$ cat config.mk
export PLATFORM = sky130hd
export DESIGN_NAME = keyed_add_rotate_byte_cipher_core
export DESIGN_NICKNAME = d
export VERILOG_FILES = /design/src/hw/rtl/karbc_pkg.sv /design/src/hw/rtl/karbc_rounds.sv /design/src/hw/rtl/keyed_add_rotate_byte_cipher_core.sv
export VERILOG_INCLUDE_DIRS = /design/src /design/src/hw/rtl
export SDC_FILE = /design/constraint.sdc
export NUM_CORES = 1
export LEC_CHECK = 0
export BUFFER_PORTS_ARGS = -buffer_cell sky130_fd_sc_hd__clkbuf_2
export CORE_UTILIZATION = 45
export DETAILED_ROUTE_END_ITERATION = 8
export HOLD_SLACK_MARGIN = 0.12
export PLACE_DENSITY = 0.66
export SYNTH_ARGS = -nofsm -noshare
export SYNTH_HDL_FRONTEND = slang
export SYNTH_SLANG_ARGS = --single-unit
$ cat constraint.sdc
create_clock -name i_clk -period 53.3 [get_ports i_clk]
set_input_delay 5.33 -clock i_clk [delete_from_list [all_inputs] [get_ports i_clk]]
set_output_delay 5.33 -clock i_clk [all_outputs]
set_load 0.03 [all_outputs]
$ cat src/hw/rtl/keyed_add_rotate_byte_cipher_core_defines.svh
// Assertion macros shared by the RTL.
`ifndef KEYED_ADD_ROTATE_BYTE_CIPHER_CORE_DEFINES_SVH
`define KEYED_ADD_ROTATE_BYTE_CIPHER_CORE_DEFINES_SVH

`ifndef ASSERT_OFF

// Same-cycle implication, disabled in reset.
`define KARBC_ASSERT_IMPL(label, clk, rst_n, ante, cons, msg) \
    label: assert property (@(posedge clk) disable iff (!(rst_n)) (ante) |-> (cons)) \
        else $error(msg);

// Next-cycle implication, disabled in reset.
`define KARBC_ASSERT_NEXT(label, clk, rst_n, ante, cons, msg) \
    label: assert property (@(posedge clk) disable iff (!(rst_n)) (ante) |=> (cons)) \
        else $error(msg);

`else

`define KARBC_ASSERT_IMPL(label, clk, rst_n, ante, cons, msg)
`define KARBC_ASSERT_NEXT(label, clk, rst_n, ante, cons, msg)

`endif

`endif

$ cat src/hw/rtl/karbc_pkg.sv
package karbc_pkg;

    localparam int unsigned ROUND_COUNT = 8;
    localparam int unsigned BYTE_W      = 8;
    localparam int unsigned SHIFT_W     = 3;
    localparam int unsigned ADDS_W      = ROUND_COUNT * BYTE_W;
    localparam int unsigned SHIFTS_W    = ROUND_COUNT * SHIFT_W;
    localparam int unsigned CFG_DATA_W  = ADDS_W;
    localparam int unsigned CFG_INDEX_W = 2;

    typedef logic [BYTE_W-1:0]  t_byte;
    typedef logic [SHIFT_W-1:0] t_shift;

    typedef enum logic [CFG_INDEX_W-1:0] {
        CFG_DIRECTION    = 2'd0,
        CFG_ROUND_ADDS   = 2'd1,
        CFG_ROUND_SHIFTS = 2'd2
    } t_cfg_index;

    typedef enum logic {
        DIR_ENCODE = 1'b0,
        DIR_DECODE = 1'b1
    } t_direction;

    function automatic t_byte rotl(input t_byte v, input t_shift s);
        logic [2*BYTE_W-1:0] t;
        t = {v, v} << s;
        return t[2*BYTE_W-1:BYTE_W];
    endfunction

    function automatic t_byte rotr(input t_byte v, input t_shift s);
        logic [2*BYTE_W-1:0] t;
        t = {v, v} >> s;
        return t[BYTE_W-1:0];
    endfunction

endpackage

$ cat src/hw/rtl/karbc_rounds.sv
module karbc_rounds (
    input  logic                              i_direction,
    input  logic [karbc_pkg::ADDS_W-1:0]      i_round_adds,
    input  logic [karbc_pkg::SHIFTS_W-1:0]    i_round_shifts,
    input  karbc_pkg::t_byte                  i_data_byte,
    input  karbc_pkg::t_byte                  i_chain_byte,
    output karbc_pkg::t_byte                  o_result_byte,
    output karbc_pkg::t_byte                  o_next_chain
);

    karbc_pkg::t_byte w_enc;
    karbc_pkg::t_byte w_dec;

    // Encode: whiten with chain, add key byte 0, then seven rotate/add rounds.
    always_comb begin
        karbc_pkg::t_byte v;
        v = (i_data_byte ^ i_chain_byte) + i_round_adds[karbc_pkg::BYTE_W-1:0];
        for (int i = 1; i < karbc_pkg::ROUND_COUNT; i++) begin
            v = karbc_pkg::rotl(v, i_round_shifts[karbc_pkg::SHIFT_W*i +: karbc_pkg::SHIFT_W])
                + i_round_adds[karbc_pkg::BYTE_W*i +: karbc_pkg::BYTE_W];
        end
        w_enc = v;
    end

    // Decode: undo rounds last to first, then strip key byte 0 and chain.
    always_comb begin
        karbc_pkg::t_byte v;
        v = i_data_byte;
        for (int i = karbc_pkg::ROUND_COUNT - 1; i >= 1; i--) begin
            v = karbc_pkg::rotr(v - i_round_adds[karbc_pkg::BYTE_W*i +: karbc_pkg::BYTE_W],
                                i_round_shifts[karbc_pkg::SHIFT_W*i +: karbc_pkg::SHIFT_W]);
        end
        w_dec = (v - i_round_adds[karbc_pkg::BYTE_W-1:0]) ^ i_chain_byte;
    end

    always_comb begin
        if (i_direction == karbc_pkg::DIR_DECODE) begin
            o_result_byte = w_dec;
            o_next_chain  = i_data_byte;
        end else begin
            o_result_byte = w_enc;
            o_next_chain  = w_enc;
        end
    end

endmodule

$ cat src/hw/rtl/keyed_add_rotate_byte_cipher_core.sv
// Byte-chained keyed add/rotate scrambler. Each transaction carries one byte;
// a set packet_start reloads the chain byte from seed before that byte is
// processed. The block is a two-register pipeline (input register, result
// register) with the key byte 0 add, the seven rotate/add rounds and the chain
// feedback combinational between them: one byte per cycle sustained while the
// output is not stalled. Configuration (direction, round adds, round shifts)
// is to be written through the plain write port while no transaction is in
// flight (not enforced by the block); writes to an unused index are dropped.
`include "keyed_add_rotate_byte_cipher_core_defines.svh"

module keyed_add_rotate_byte_cipher_core (
    input  logic                                i_clk,
    input  logic                                i_rst_n,
    input  logic                                i_cfg_we,
    input  logic [karbc_pkg::CFG_INDEX_W-1:0]   i_cfg_index,
    input  logic [karbc_pkg::CFG_DATA_W-1:0]    i_cfg_data,
    input  logic                                i_valid,
    output logic                                o_ready,
    input  karbc_pkg::t_byte                    i_data_byte,
    input  logic                                i_packet_start,
    input  karbc_pkg::t_byte                    i_seed,
    output logic                                o_valid,
    input  logic                                i_ready,
    output karbc_pkg::t_byte                    o_result_byte
);

    logic                               r_direction;
    logic [karbc_pkg::ADDS_W-1:0]       r_round_adds;
    logic [karbc_pkg::SHIFTS_W-1:0]     r_round_shifts;

    logic                               r_in_valid;
    karbc_pkg::t_byte                   r_in_data;
    logic                               r_in_start;
    karbc_pkg::t_byte                   r_in_seed;

    logic                               r_out_valid;
    karbc_pkg::t_byte                   r_result;
    karbc_pkg::t_byte                   r_chain;

    logic                               w_advance;
    logic                               w_accept;
    karbc_pkg::t_byte                   w_chain_in;
    karbc_pkg::t_byte                   w_result;
    karbc_pkg::t_byte                   w_next_chain;

    // Configuration writes.
    always_ff @(posedge i_clk) begin
        if (!i_rst_n) begin
            r_direction    <= 1'b0;
            r_round_adds   <= '0;
            r_round_shifts <= '0;
        end else if (i_cfg_we) begin
            case (i_cfg_index)
                karbc_pkg::CFG_DIRECTION:    r_direction    <= i_cfg_data[0];
                karbc_pkg::CFG_ROUND_ADDS:   r_round_adds   <= i_cfg_data[karbc_pkg::ADDS_W-1:0];
                karbc_pkg::CFG_ROUND_SHIFTS: r_round_shifts <= i_cfg_data[karbc_pkg::SHIFTS_W-1:0];
                default: ;
            endcase
        end
    end

    // Move the held byte to the result register when that slot frees up.
    assign w_advance = r_in_valid && (!r_out_valid || i_ready);
    assign o_ready   = !r_in_valid || w_advance;
    assign w_accept  = i_valid && o_ready;

    always_ff @(posedge i_clk) begin
        if (!i_rst_n) begin
            r_in_valid <= 1'b0;
        end else if (w_accept) begin
            r_in_valid <= 1'b1;
        end else if (w_advance) begin
            r_in_valid <= 1'b0;
        end
    end

    always_ff @(posedge i_clk) begin
        if (w_accept) begin
            r_in_data  <= i_data_byte;
            r_in_start <= i_packet_start;
            r_in_seed  <= i_seed;
        end
    end

    assign w_chain_in = r_in_start ? r_in_seed : r_chain;

    karbc_rounds u_rounds (
        .i_direction    (r_direction),
        .i_round_adds   (r_round_adds),
        .i_round_shifts (r_round_shifts),
        .i_data_byte    (r_in_data),
        .i_chain_byte   (w_chain_in),
        .o_result_byte  (w_result),
        .o_next_chain   (w_next_chain)
    );

    always_ff @(posedge i_clk) begin
        if (!i_rst_n) begin
            r_out_valid <= 1'b0;
            r_chain     <= '0;
        end else begin
            if (w_advance) begin
                r_out_valid <= 1'b1;
                r_chain     <= w_next_chain;
            end else if (i_ready) begin
                r_out_valid <= 1'b0;
            end
        end
    end

    always_ff @(posedge i_clk) begin
        if (w_advance) begin
            r_result <= w_result;
        end
    end

    assign o_valid       = r_out_valid;
    assign o_result_byte = r_result;

    `KARBC_ASSERT_NEXT(a_advance_fills_out, i_clk, i_rst_n, w_advance, r_out_valid, "result slot empty after advance")
    `KARBC_ASSERT_NEXT(a_chain_holds, i_clk, i_rst_n, !w_advance, $stable(r_chain), "chain byte moved without a transaction")
    `KARBC_ASSERT_NEXT(a_enc_chain, i_clk, i_rst_n, w_advance && !r_direction, r_chain == r_result, "encode chain differs from result")
    `KARBC_ASSERT_NEXT(a_dec_chain, i_clk, i_rst_n, w_advance && r_direction, r_chain == $past(r_in_data), "decode chain differs from ciphertext")
    `KARBC_ASSERT_IMPL(a_stall_full, i_clk, i_rst_n, !o_ready, r_in_valid && r_out_valid, "input stalled with a free slot")

endmodule
==> impl_results.md <==
- I/O pin total: 98
- WL final: 37800 um
- Top cell by count, worst path: o21ai_0
- Slowest Stage Delay on Critical Path: 630 ps
- First-pass GRT wire length: 62600 um
- TritonCTS clock tree: built
- Post-synth net total: 2101
- Async S/R FF share, synth: 0%
- # diodes: 0
- Final Hold Fails: 0
- Top cells by area, synth: dfxtp_1, ha_1, nand2_1
- Reg2Reg Launch Point: r_in_data[0]
- Cells after Synth: 1878
- R2R Setup Slk: 33460 ps
- RSZ-0062 raised after global routing: no
- Register area share after synthesis: 18.7%
- Fmax: 50.4 MHz
- Ratio of cells with drive above 1 in the final layout: 11.8%
- Clk_skew: 12.5 ps
- Count of state elements after synthesis: 121
- Period utilisation layout: 37.2%
- Most common cell after layout, fill and taps aside: nand2_1
- Synth Area in Compound Gates: 23.2%
- Routed WL per cell: 16.4 um
- Post-synth EDFFs: 25
- Worst-path fanout max: 6
- Number of global-route vias before repair: 12504
- Layout Nets: 2127
- Critical Path End: o_result_byte[7]
- Depth of the CTS H-tree: 4
- Worst Reg-to-Reg Cells: 94
- Post-synthesis mux area share: 13.2%
- Die H: 180 um
- Max cap viols: 0
- Largest net degree at the start of global routing: 97
- Worst-Skew Late Latency: 450 ps
- Crit path time final: 19840 ps
- TritonCTS Buffers: 17
- Remaining antenna violation count: 0
- Initial antenna violation count: 0
- Worst slew pin tran: 1160 ps
- Synth Area in XOR/XNOR: 7.26%
- Worst min path class: reg2reg
- Final setup fails: 0
- Die X: 180 um
- Final global-route overflow total: 0
- P&R area growth vs syn: 8.69%
- Initial core utilization: 46.2%
- CP Launch Point: r_in_data[0]
- Rows: 64
- Max-slew violation count: 0
- Crit path kind: reg2reg
- Synth top area share: 13.5%
- Post-CTS Hold Fix Bufs: 0
- Vias: 13170
- CTS Sinks: 121
- Slew HR: 22.6%
- Primary FF master, synth: dfxtp_1
- Post-synthesis cell type count: 84
- DRT iter0 DRCs: 1097
- Full die area: 32400 um2
- Worst path arrival time: 20140 ps
- Synthesis warning total: 0
- Slowest CP cell: or4b_2
- Global-route usage over all layers: 23.5%
- Simple-gate portion of the synthesized area: 19.0%
- Gpl congestion: 0.899
- Clk buf depth: 2
- Syn Area/Cell: 7.60 um2
- Post_cts resized: 0
- Status: complete, no violations
- Largest family of logic cells by synthesized area: compound AO/OA/AOI/OAI gates
- Port bufs: 97
- CP endpoint kind: register
- Most frequent cells in the layout: nand2_1, nor2_1, o21ai_0
- Startpoint types: register
- Clock-pin slew on the worst setup and hold paths: 60 ps
- Setup TNS: 0 ps
- Drt via density: 5.69
- Area leader, netlist: dfxtp_1
- Dpl hpwl: 29300 um
- Critical hold path startpoint: r_round_adds[45]
- WP data required: 53600 ps
- Mapped Area: 14300 um2
- DRC viols: 0
- Core area: 30900 um2
- CTS Root Cell: clkbuf_16
- Post-Synth Adder-Cell Area: 12.7%
- Iteration count of the initial detailed-routing pass: 8
- Postcts setup bufs: 0
- WHS: 497 ps
- Worst reg2reg path endpoint: o_result_byte[7]
[cells in the mapped netlist, types with 8 or more instances]
master,n
o21bai_1,14
a21oi_1,114
nor2_1,131
nand2_1,319
and2_1,9
o211ai_1,12
a211oi_1,13
o31a_1,8
xnor2_1,78
a21o_1,35
o21a_1,14
nor2b_1,26
nor3b_1,9
buf_1,22
mux2i_1,102
or3_1,10
nand2b_1,22
a31oi_1,16
mux2_2,45
xor2_1,36
clkbuf_1,78
mux4_2,14
inv_1,121
dfxtp_1,96
or2_2,9
nand3_1,12
o21ai_0,127
fa_1,16
edfxtp_1,25
ha_1,119
a21boi_0,90
nor3_1,21
[worst max-delay path: cells and delay by family, from the launching register on]
kind	cells	cell delay (ps)
fa+ha+maj	9	2570
buf+inv	2	160
xor+xnor	14	3440
flops	1	470
mux	6	1890
simple gates	17	2510
compound gates	46	8620
[worst min path at each step]
stage,endpoint,slack [ps],depth (start not counted)
6_report,r_round_adds[45],500,2
5_1_grt,r_round_adds[56],540,2
4_1_cts,r_round_adds[45],500,2
3_5_place_dp,r_round_adds[45],490,2
3_3_place_gp,r_round_adds[0],490,2
2_1_floorplan,r_round_adds[10],460,2
[logic make-up after synthesis]
family          count (synthesis)
simple gates                  609
compound gates                507
xor+xnor                      116
buf+inv                       226
mux                           164
flops                         121
fa+ha+maj                     135
[metrics by stage]
step | cell area, um2 | worst slack, ps | std cells | util, %
3_3_place_gp | 15000 | 33870 | 2281 | 48.4
2_1_floorplan | 14300 | 36390 | 1878 | -
3_5_place_dp | 15000 | 33740 | 2281 | 48.4
5_1_grt | 15500 | 31950 | 2313 | 50.2
6_report | 15500 | 33460 | 2313 | 50.2
4_1_cts | 15500 | 33620 | 2313 | 50.2
[area by class of cell]
class | instances | area [um2]
fill | 3036 | 15400
clock buffer | 19 | 454
timing repair buffer | 108 | 568
clock inverter | 13 | 109
inverter | 125 | 469
tap | 396 | 495
multi-input combinational | 1531 | 10800
sequential | 121 | 2670
[layer usage]
layer	wire, um	vias up	part of all wire, %	global-route usage, %
li1	-	6636	-	-
met1	17500	6125	46	30.7
met2	17800	355	47	40.4
met3	1790	54	4.7	3.15
met4	759	0	2.0	6.77
met5	0	-	0	0
[flip-flops by register name, indices dropped and copies added, names as in the netlist]
name	count
r_in_start	1
o_valid	1
r_direction	1
r_in_valid	1
r_in_seed	8
o_result_byte	8
r_round_adds	64
r_chain	8
r_in_data	8
r_round_shifts	21
Power is not shown: default switching activity piles up to over one toggle a cycle in this logic, so the estimate is an artifact.
